File: src/design/sdq_pkg.sv
// Shared types and constants for the sorted deque store.
package sdq_pkg;

    // Storage geometry
    localparam int DEPTH  = 64;
    localparam int DATA_W = 32;
    localparam int IDX_W  = (DEPTH > 1) ? $clog2(DEPTH) : 1;
    localparam int CNT_W  = $clog2(DEPTH + 1);
    localparam int POS_W  = 6;
    localparam int ACT_W  = 3;
    localparam int STAT_W = 2;
    localparam int CMP_W  = (CNT_W > POS_W) ? CNT_W : POS_W;

    // Read select trees: cells are grouped, one registered partial per group
    localparam int GROUP = 8;
    localparam int NGRP  = (DEPTH + GROUP - 1) / GROUP;

    typedef enum logic [ACT_W-1:0] {
        ACT_PUSH_FRONT = 3'd0,
        ACT_PUSH_BACK  = 3'd1,
        ACT_POP_FRONT  = 3'd2,
        ACT_POP_BACK   = 3'd3,
        ACT_SORTED     = 3'd4,
        ACT_SWAP       = 3'd5,
        ACT_READ       = 3'd6
    } t_action;

    typedef enum logic [STAT_W-1:0] {
        STAT_OK    = 2'd0,
        STAT_FULL  = 2'd1,
        STAT_EMPTY = 2'd2,
        STAT_RANGE = 2'd3
    } t_status;

    typedef enum logic [2:0] {
        ST_IDLE,
        ST_CMP,
        ST_INS,
        ST_SHL,
        ST_RD1,
        ST_RD2
    } t_state;

    typedef enum logic [2:0] {
        CELL_HOLD,
        CELL_INS_NEW,
        CELL_TAKE_LEFT,
        CELL_TAKE_RIGHT,
        CELL_LOAD_A,
        CELL_LOAD_B
    } t_cell_op;

    typedef struct packed {
        t_cell_op op;
        logic     cmp_en;
    } t_cell_ctl;

    typedef struct packed {
        logic [ACT_W-1:0]         action;
        logic signed [DATA_W-1:0] value;
        logic [POS_W-1:0]         position;
    } t_req;

    typedef struct packed {
        logic [STAT_W-1:0]        status;
        logic [CNT_W-1:0]         count;
        logic signed [DATA_W-1:0] value_out;
    } t_res;

endpackage

File: src/design/sdq_cell.sv
// One storage cell of the deque chain: value register plus compare flag.
module sdq_cell import sdq_pkg::*; (
    input  logic                     i_clk,
    input  t_cell_ctl                i_ctl,
    input  logic signed [DATA_W-1:0] i_left,
    input  logic signed [DATA_W-1:0] i_right,
    input  logic signed [DATA_W-1:0] i_new,
    input  logic signed [DATA_W-1:0] i_load_a,
    input  logic signed [DATA_W-1:0] i_load_b,
    output logic signed [DATA_W-1:0] o_val,
    output logic                     o_gt
);

    logic signed [DATA_W-1:0] r_val, n_val;
    logic                     r_gt, n_gt;

    // Select the next value from the neighbors or the broadcast buses
    always_comb begin
        case (i_ctl.op)
            CELL_INS_NEW:    n_val = i_new;
            CELL_TAKE_LEFT:  n_val = i_left;
            CELL_TAKE_RIGHT: n_val = i_right;
            CELL_LOAD_A:     n_val = i_load_a;
            CELL_LOAD_B:     n_val = i_load_b;
            default:         n_val = r_val;
        endcase
    end

    // Capture whether the held entry is greater than the incoming key
    assign n_gt = i_ctl.cmp_en ? (r_val > i_new) : r_gt;

    always_ff @(posedge i_clk) begin
        r_val <= n_val;
        r_gt  <= n_gt;
    end

    assign o_val = r_val;
    assign o_gt  = r_gt;

endmodule

File: config.mk
export PLATFORM = sky130hd
export DESIGN_NAME = sdq_cell
export DESIGN_NICKNAME = d
export VERILOG_FILES = /design/src/design/sdq_pkg.sv /design/src/design/sdq_cell.sv
export SDC_FILE = /design/constraint.sdc
export NUM_CORES = 1
export LEC_CHECK = 0
export ABC_AREA = 1
export BUFFER_PORTS_ARGS = -buffer_cell sky130_fd_sc_hd__buf_2
export CAP_MARGIN = 20
export CORE_MARGIN = 2
export CORE_UTILIZATION = 46
export DETAILED_ROUTE_END_ITERATION = 6
export PLACE_DENSITY = 0.87
export SLEW_MARGIN = 0
export SYNTH_ARGS = -nofsm -noshare
export SYNTH_HDL_FRONTEND = slang
export SYNTH_SLANG_ARGS = --single-unit
File: constraint.sdc
create_clock -name i_clk -period 8.1 [get_ports i_clk]
set_input_delay 0.81 -clock i_clk [delete_from_list [all_inputs] [get_ports i_clk]]
set_output_delay 0.81 -clock i_clk [all_outputs]
set_load 0.005 [all_outputs]
## After elaboration in Yosys (flattened, before gate mapping)

Cells that the tools add are included.

| storage, ports and cells | value |
|---|---|
| input port bits | 165 |
| output and inout port bits | 33 |
| register bits after elaboration | 33 |

| cells by class | value |
|---|---|
| muxes and demuxes | 1 |
| equality and inequality tests | 5 |
| reduce and logical (&&, ||, !) cells | 1 |
| order comparisons | 1 |

Operators by type and width:

| operator | number |
|---|---|
| $pmux 32 s5 | 1 |
| $gt 32x32->1 | 1 |
| $eq 3x2->1 const B | 2 |
| $eq 3x3->1 const B | 2 |
| $reduce_bool 5->1 | 1 |
| $eq 3x1->1 const B | 1 |

## Longest topological paths before layout

Gate-level depths: netlist (run 1).

| logic depth | value |
|---|---|
| depth in word-level cells | 2 |
| depth in mapped cells | 15 |
| mapped depth without buffers | 15 |

## Least setup slack after synthesis (run 1)

OpenSTA, ideal clock, no wires.

| timing path | value |
|---|---|
| path type | in2reg |
| start | in i_ctl[1] (netlist bit) |
| end | reg r_val[0] (netlist: o_val[0]), enable pin |
| stages | 4 |
| setup slack | 4974 ps |
| arrival | 2701 ps |
| required time | 7675 ps |
| cells stage by stage | buf_2 -> inv_2 -> clkbuf_1 -> o21ai_1 |

| between the ends | value |
|---|---|
| cells in the longest elaborated chain, start to end | 2 |
| elaborated cells on any way between the ends | 6 |
| those cells by class | eq/ne: 5; reduce/logical: 1 |

RTL lines:

| item | line | text |
|---|---|---|
| start: declaration | sdq_cell.sv:4 | `input t_cell_ctl i_ctl,` |
| $eq 3x3->1, or another cell as far along | sdq_cell.sv:19 | `case (i_ctl.op)` |
| $reduce_bool 5->1 (no line) (*) | n/a |  |
| end signal: assignment | sdq_cell.sv:33 | `r_val <= n_val;` |
| end: declaration | sdq_cell.sv:14 | `logic signed [DATA_W-1:0] r_val, n_val;` |

Mark *: on every way between the ends. The rest lies on a longest branch, timed or not.
A chain may end at the register's enable or synchronous reset.

## Worst setup path in the final report (run 1)

| timing path | value |
|---|---|
| start | in i_ctl[1] (netlist bit) |
| end | reg r_val[2] (netlist: o_val[2]), enable pin |

The elaborated chain is that of the path after synthesis.

==> flow_summary_export.csv, run 1 <==
group,metric,value,unit
clock_network,clockBufferDepth,2,
placement,dp_hpwl,7490,um
sta,setup_violations,0,
global_routing,grt_use_total,0.272,
power_and_ir_drop,p_leak,2.08,nW
floorplan,initial_core_util,0.468,
layout,synthToLayoutAreaGrowth,37.7,%
layout,multiInputGateArea,1670,um^2
clock_network,cts_root_buf,"clkbuf_8",
critical_path,crit_required,8000,ps
layout,post-route-cell-area,4020,um^2
floorplan,fp-row-count,29,
placement,port_buffers,197,
detailed_routing,drt_wl_total,9810,um
layout,drive_gt1_frac,0.404,
placement,dpl-instance-area,3940,um^2
clock_network,numCtsBuffers,5,
run_status,status,"complete, no violations",
global_routing,grt_overflow_total,0,
layout,final_common_cell,"buf_2",
layout,final_cell_mix,"buf_2 (197), nand2_1 (68), nand3_1 (66), inv_1 (37)",
synthesis,yosysWarnings,0,
layout,ff_latch_area,991,um^2
sta,worst_slew_pin_slew,1120,ps
synthesis,synth.top_cell.area_share,0.339,
global_routing,grt_pass1_wl,15500,um
global_routing,grt_max_degree,65,
global_routing,antenna_found_initial,0,
global_routing,grt_pass1_vias,3592,
floorplan,fp.dieW,83.7,um
synthesis,avgSynthCellArea,7.85,um^2
synthesis,synth.net_count,569,
critical_path,start_kind,"primary input",
detailed_routing,dr.pass1.iters,5,
sta,hold_viol,0,
detailed_routing,via_per_inst,5.63,
placement,gp_congestion,0.830,
detailed_routing,drc_errors,0,
clock_network,numClockSinks,33,
clock_network,holdBufCountCts,0,
synthesis,ys_types,21,
clock_network,post_cts_buffers,0,
critical_path,endpoint_kind,"register",
worst_hold_path,hold_class,"in2reg",
synthesis,synth_area_leaders,"edfxtp_1 (34%), ha_1 (14%), nand3_1 (11%)",
clock_network,clk_pin_slew_worst_paths,80,ps
sta,fmax,0.337,GHz
critical_path,worstSetupPathType,"in2reg",
layout,fillCellCount,565,
flow_run,drv_cap,0,
sta,final_max_slew_viol_count,0,
detailed_routing,drtIter0Drc,273,
sta,fin_setup_tns,0,ps
sta,min_period,2970,ps
detailed_routing,drtAntennaViolNets,0,
synthesis,yosysSeqAreaShare,0.339,
clock_network,htreeDepth,2,
synthesis,synth_top_cell_by_area,"edfxtp_1",
layout,diodes,0,
sta,timing.final.crit_share,0.367,
critical_path,crit_arrival,2870,ps
synthesis,synth-seq-cells,33,
detailed_routing,via_count,3567,
sta,maxSlewHeadroom,0.252,
sta,rsz0062_at_grt,"no",
floorplan,core,6240,um^2
power_and_ir_drop,irDropWorstVdd,0.0718,mV
placement,pre_cts_ws,4870,ps
synthesis,syn_inst,372,
clock_network,insertion_delay,280,ps
layout,final_nets,754,
critical_path,crit_fanout,34,
sta,worst_slack,5130,ps
power_and_ir_drop,power,0.000563,W
clock_network,cts_resized,0,
synthesis,synth_area,2920,um^2
floorplan,ios,198,
floorplan,die-area,7000,um^2
floorplan,die_h,83.7,um
sta,fin_skew,8.02,ps
power_and_ir_drop,power.density,140,nW/um^2
detailed_routing,wl_per_cell,15.5,um
clock_network,cts_tree,"built",
[where the power goes]
part,internal [W],switching (W),leakage [nW]
Sequential,0.000222,0.0000153,0.327
Clock,0.0000581,0.0000624,0.0387
Combinational,0.0000942,0.000111,1.71
Total,0.000374,0.000189,2.08
[metrics by stage]
step | hold WS, ps | cells | util
after floorplan | 748 | 372 | -
after global placement | 863 | 627 | 0.632
after detailed placement | 843 | 627 | 0.632
after CTS | 715 | 634 | 0.644
after global routing | 714 | 634 | 0.644
final | 717 | 634 | 0.644
[worst paths after layout]
check        slack [ps]       from        to  depth (start not counted)
min reg2reg         860  o_val[30]      o_gt                          5
max reg2reg        6250  o_val[31]      o_gt                          8
max                5130   i_ctl[1]  o_val[2]                          3
min                 720   i_ctl[0]      o_gt                          1
[cell type report]
class                           count  area share
Timing Repair Buffer              201       0.253
Multi-Input combinational cell    272       0.417
Tap cell                           77      0.0240
Inverter                           44      0.0411
Clock buffer                        6      0.0181
Clock inverter                      1    0.000934
Sequential cell                    33       0.247
[sequential cells by signal, summed over array words and instances (netlist names)]
register / count
o_gt: 1
o_val: 32
[cells in the mapped netlist, drive strengths merged]
library cell  number
nand2             71
nand3             67
inv               44
edfxtp            33
nand4             33
a22oi             32
ha                32
buf               17
nor2              17
a21oi             14
clkbuf             6
o21ai              3
a21o               1
nor3b              1
o21a               1
[cells by family after synthesis]
| family | share of synthesized area |
|---|---|
| simple gates | 0.313 |
| buf+inv | 0.0934 |
| compound gates | 0.117 |
| flops | 0.339 |
| fa+ha+maj | 0.137 |
[worst max-delay path, cell delays in order]
cell	delay, ps
buf_2	550
inv_2	490
o21ai_4	990
[metal layers]
| metal | GRT usage | up-vias | share of wire | wire, um |
|---|---|---|---|---|
| met2 | 0.512 | 224 | 0.52 | 5060 |
| met4 | 0.109 | 0 | 0.029 | 282 |
| met1 | 0.297 | 1609 | 0.37 | 3660 |
| met3 | 0.0495 | 31 | 0.082 | 808 |
| li1 | - | 1703 | - | - |
| met5 | 0 | - | 0 | 0 |
Note: power is estimated with default switching activity, not from simulation.
==> run 2, diff against run 1 <==
Settings changed: CORE_UTILIZATION 46 to 38, PLACE_DENSITY 0.87 to 0.77.
Clock period 8.1 ns to 2.7 ns, I/O delays scaled along.
==> run 2 against run 1 <==
Sequential share of layout area shrank 0.42 points. Critical path depth grew 5. Global-route usage shrank 3.8 points. Die area grew 20%. Sequential power grew to 3.0 times the previous value. Clock skew shrank 3.6 ps. Combinational power grew to 3.0 times the previous value. Count of clock-buffer cells in the layout is the same. Cell count grew 4.1%. Clock power grew to 3.0 times the previous value. First-iteration DRC count shrank 45%. Critical path type is now reg2reg.
==> flow_summary_export.csv, run 2 (same netlist as run 1, synthesis figures left out) <==
group,metric,value,unit
critical_path,crit_fanout,3,
worst_hold_path,worstHoldStart,"i_ctl[0]",
global_routing,grt_overflow_total,0,
clock_network,htreeDepth,2,
detailed_routing,wl_per_cell,15.4,um
clock_network,cts_tree,"built",
worst_hold_path,hold_class,"in2reg",
sta,setup_violations,0,
layout,final_cell_mix,"buf_2 (197), nand2_1 (68), nand3_1 (66), inv_1 (37)",
sta,worst_slack,866,ps
placement,dp_hpwl,7700,um
critical_path,endpoint_kind,"register",
power_and_ir_drop,irDropWorstVdd,0.223,mV
detailed_routing,via_per_inst,5.31,
clock_network,clk_pin_slew_worst_paths,70,ps
run_status,status,"complete, no violations",
power_and_ir_drop,p_leak,2.10,nW
layout,diodes,0,
clock_network,numClockSinks,33,
global_routing,grt_pass1_vias,3411,
flow_run,drv_cap,0,
global_routing,grt_use_total,0.233,
sta,timing.final.crit_share,0.679,
detailed_routing,drtAntennaViolNets,0,
sta,fin_setup_tns,0,ps
sta,final_max_slew_viol_count,0,
layout,drive_gt1_frac,0.408,
clock_network,insertion_delay,290,ps
sta,worst_slew_pin_slew,643,ps
clock_network,cts_root_buf,"clkbuf_8",
critical_path,rr_worst_depth,8,
detailed_routing,via_count,3503,
floorplan,die-area,8400,um^2
detailed_routing,drtIter0Drc,151,
floorplan,ios,198,
sta,fin_skew,4.45,ps
critical_path,crit_arrival,1870,ps
clock_network,post_cts_buffers,0,
sta,hold_viol,0,
placement,port_buffers,197,
layout,final_nets,758,
worst_hold_path,hold_depth,1,
placement,pre_cts_ws,813,ps
sta,fmax,0.545,GHz
layout,synthToLayoutAreaGrowth,40.1,%
placement,gp_congestion,0.819,
critical_path,timing.rr.start,"o_val[31]",
clock_network,holdBufCountCts,0,
global_routing,grt_max_degree,65,
critical_path,start_kind,"register",
floorplan,fp-row-count,31,
power_and_ir_drop,power.density,415,nW/um^2
clock_network,numCtsBuffers,5,
floorplan,core,7330,um^2
clock_network,cts_resized,0,
floorplan,initial_core_util,0.398,
global_routing,grt_pass1_wl,15600,um
sta,rsz0062_at_grt,"no",
critical_path,crit_start,"o_val[31]",
layout,final_common_cell,"buf_2",
critical_path,crit_required,2740,ps
detailed_routing,drc_errors,0,
clock_network,clockBufferDepth,2,
global_routing,antenna_found_initial,0,
sta,maxSlewHeadroom,0.571,
detailed_routing,dr.pass1.iters,5,
floorplan,fp.dieW,91.6,um
floorplan,die_h,91.6,um
critical_path,worstSetupPathType,"reg2reg",
layout,largest_register_ffs,32,
detailed_routing,drt_wl_total,10100,um
sta,min_period,1830,ps
-- run 2: cell types whose count changed in the layout (fill, tap and decap cells not counted) --
cell,before,now
buf_12,0,1
buf_4,4,7
-- run 2: layout make-up --
cell class	instances	area [um^2]
clock buffers	6	72.6
clock inverters	1	3.75
fillers	690	3240
inverters	44	165
multi-input cells	272	1670
flip-flops and latches	33	991
well taps	99	124
repair buffers	205	1060
-- run 2: layer usage --
metal  GRT usage  routed length [um]
met5           0                   0
met4      0.0732                 125
met3      0.0419                 844
met2       0.439                5380
met1       0.265                3790
-- run 2: worst paths after layout --
path / to / slack (ps)
setup / recovery: o_gt / 870
hold / removal: o_gt / 190
setup reg to reg: o_gt / 870
hold reg to reg: o_gt / 880
-- run 2: worst max-delay path, stage by stage, from the launching register on --
cell and delay, ps:
edfxtp_1 420, ha_1 350, nand2_2 90, nor2_4 120
nand2_2 60, nor3b_2 200, nand2_1 90, a21oi_1 180
nor2_1 80
-- run 2: metrics by stage --
stage | power [W] | cells | cell area (um^2) | utilization | hold slack (ps)
floorplan | 0.00104 | 372 | 2920 | - | 382
global placement | 0.00132 | 652 | 3990 | 0.545 | 477
detailed placement | 0.00134 | 652 | 3990 | 0.545 | 480
CTS | 0.00171 | 659 | 4070 | 0.555 | 181
global route | 0.00181 | 660 | 4090 | 0.558 | 179
finish | 0.00169 | 660 | 4090 | 0.558 | 186
-- run 2: power breakdown --
group | switching [W] | total, W | internal [W]
Sequential | 0.0000451 | 0.000711 | 0.000666
Combinational | 0.000333 | 0.000622 | 0.000289
Clock | 0.000188 | 0.000362 | 0.000174
==> run 3, diff against run 2 <==
Clock period 2.7 ns to 1.5 ns, I/O delays scaled along.
==> run 3 against run 2 <==
The run now ends with negative setup slack left. Critical endpoint unchanged. Non-clock buffer count rose by 38. Largest cell class unchanged. Hold slack got worse by 120 ps. Fmax rose by 0.42%. Critical path depth did not move. Critical path type unchanged.
==> flow_summary_export.csv, run 3 (same netlist as run 1, synthesis figures left out) <==
group,metric,value,unit
layout,final_cell_mix,"buf_2 (197), nand3_1 (66), nand2_1 (62), buf_4 (41), inv_1 (37)",
floorplan,die_h,91.6,um
floorplan,initial_core_util,0.398,
detailed_routing,dr.pass1.iters,5,
flow_run,drv_cap,0,
sta,worst_slack,-326,ps
run_status,violations,"negative setup slack",
global_routing,grt_pass1_wl,16900,um
clock_network,cts_tree,"built",
clock_network,numCtsBuffers,5,
floorplan,fp.dieW,91.6,um
detailed_routing,via_count,3643,
detailed_routing,wl_per_cell,15.2,um
sta,fmax,0.548,GHz
power_and_ir_drop,irDropWorstVdd,0.376,mV
global_routing,grt_max_degree,65,
layout,drive_gt1_frac,0.472,
sta,fin_setup_tns,-326,ps
global_routing,grt_pass1_vias,3761,
detailed_routing,via_per_inst,5.21,
clock_network,holdBufCountCts,0,
clock_network,htreeDepth,2,
power_and_ir_drop,power.density,745,nW/um^2
critical_path,crit_required,1540,ps
layout,final_nets,796,
detailed_routing,drtIter0Drc,190,
placement,gp_congestion,0.851,
critical_path,start_kind,"register",
critical_path,worstSetupPathType,"reg2reg",
power_and_ir_drop,p_leak,2.32,nW
sta,setup_violations,1,
layout,final_common_cell,"buf_2",
sta,fin_skew,3.88,ps
worst_hold_path,hold_class,"in2reg",
detailed_routing,drc_errors,0,
placement,dp_hpwl,8010,um
sta,timing.final.crit_share,1.22,
sta,whs,66.2,ps
sta,rsz0062_at_grt,"yes",
clock_network,insertion_delay,280,ps
detailed_routing,drt_wl_total,10700,um
global_routing,antenna_found_initial,0,
global_routing,grt_overflow_total,0,
sta,final_max_slew_viol_count,0,
sta,worst_slew_pin_slew,626,ps
sta,min_period,1830,ps
floorplan,ios,198,
layout,fillCellCount,650,
critical_path,crit_arrival,1870,ps
floorplan,die-area,8400,um^2
global_routing,grt_use_total,0.249,
run_status,status,"finished with violations",
layout,diodes,0,
sta,maxSlewHeadroom,0.582,
clock_network,clk_pin_slew_worst_paths,70,ps
clock_network,clockBufferDepth,2,
layout,synthToLayoutAreaGrowth,56.2,%
floorplan,fp-row-count,31,
layout,largest_register_ffs,32,
floorplan,core,7330,um^2
clock_network,numClockSinks,33,
sta,hold_viol,0,
critical_path,endpoint_kind,"register",
placement,port_buffers,197,
critical_path,crit_fanout,2,
clock_network,cts_root_buf,"clkbuf_8",
detailed_routing,drtAntennaViolNets,0,
run 3: cell type report:
cell class | instances | area, um^2 | share of cell area
inverter | 44 | 165 | 0.0362
clock buffer | 8 | 80.1 | 0.0176
sequential | 33 | 991 | 0.217
timing repair buffer | 243 | 1390 | 0.306
multi-input combinational | 272 | 1810 | 0.396
tap | 99 | 124 | 0.0272
run 3: critical path: stages (launching register included):
cell	delay, ps
edfxtp_1	450
ha_4	280
a21oi_1	180
o21a_1	160
nand2_1	90
a21oi_2	180
nand3_1	110
nand2_1	80
nor2_1	50
run 3: what timing repair did:
item                       CTS  global route
resized for setup           11            11
pin swaps                   17            10
setup endpoints to repair    1            19
buffers inserted             4             3
cloned                       0             0
run 3: final timing paths:
check	depth (start not counted)	end	startpoint	slack, ps
setup / recovery	8	o_gt	o_val[21]	-330
hold / removal	1	o_gt	i_ctl[0]	70
setup reg to reg	8	o_gt	o_val[21]	-330
hold reg to reg	4	o_gt	o_val[31]	950
run 3: metal layers:
| metal | track usage | wire length [um] | vias to the layer above | part of all wire |
|---|---|---|---|---|
| li1 | - | - | 1788 | - |
| met2 | 0.440 | 5380 | 176 | 0.50 |
| met5 | 0 | 0 | - | 0 |
| met4 | 0.0947 | 246 | 0 | 0.023 |
| met3 | 0.0509 | 859 | 21 | 0.081 |
| met1 | 0.295 | 4170 | 1658 | 0.39 |
run 3: stage by stage:
| step | setup slack [ps] | total power [W] | utilization | cell area (um^2) | std cells |
|---|---|---|---|---|---|
| 6_report | -326 | 0.00340 | 0.622 | 4560 | 699 |
| 5_1_grt | -417 | 0.00363 | 0.622 | 4560 | 699 |
| 3_3_place_gp | -226 | 0.00255 | 0.588 | 4310 | 684 |
| 3_5_place_dp | -288 | 0.00260 | 0.588 | 4310 | 684 |
| 2_1_floorplan | -123 | 0.00189 | - | 2960 | 372 |
| 4_1_cts | -254 | 0.00334 | 0.610 | 4470 | 696 |
run 3: where the power goes:
| part | switching [W] | internal [W] | leakage [nW] |
|---|---|---|---|
| Combinational | 0.000711 | 0.000737 | 1.95 |
| Sequential | 0.0000906 | 0.00120 | 0.327 |
| Clock | 0.000331 | 0.000330 | 0.0395 |
| Total | 0.00113 | 0.00227 | 2.32 |
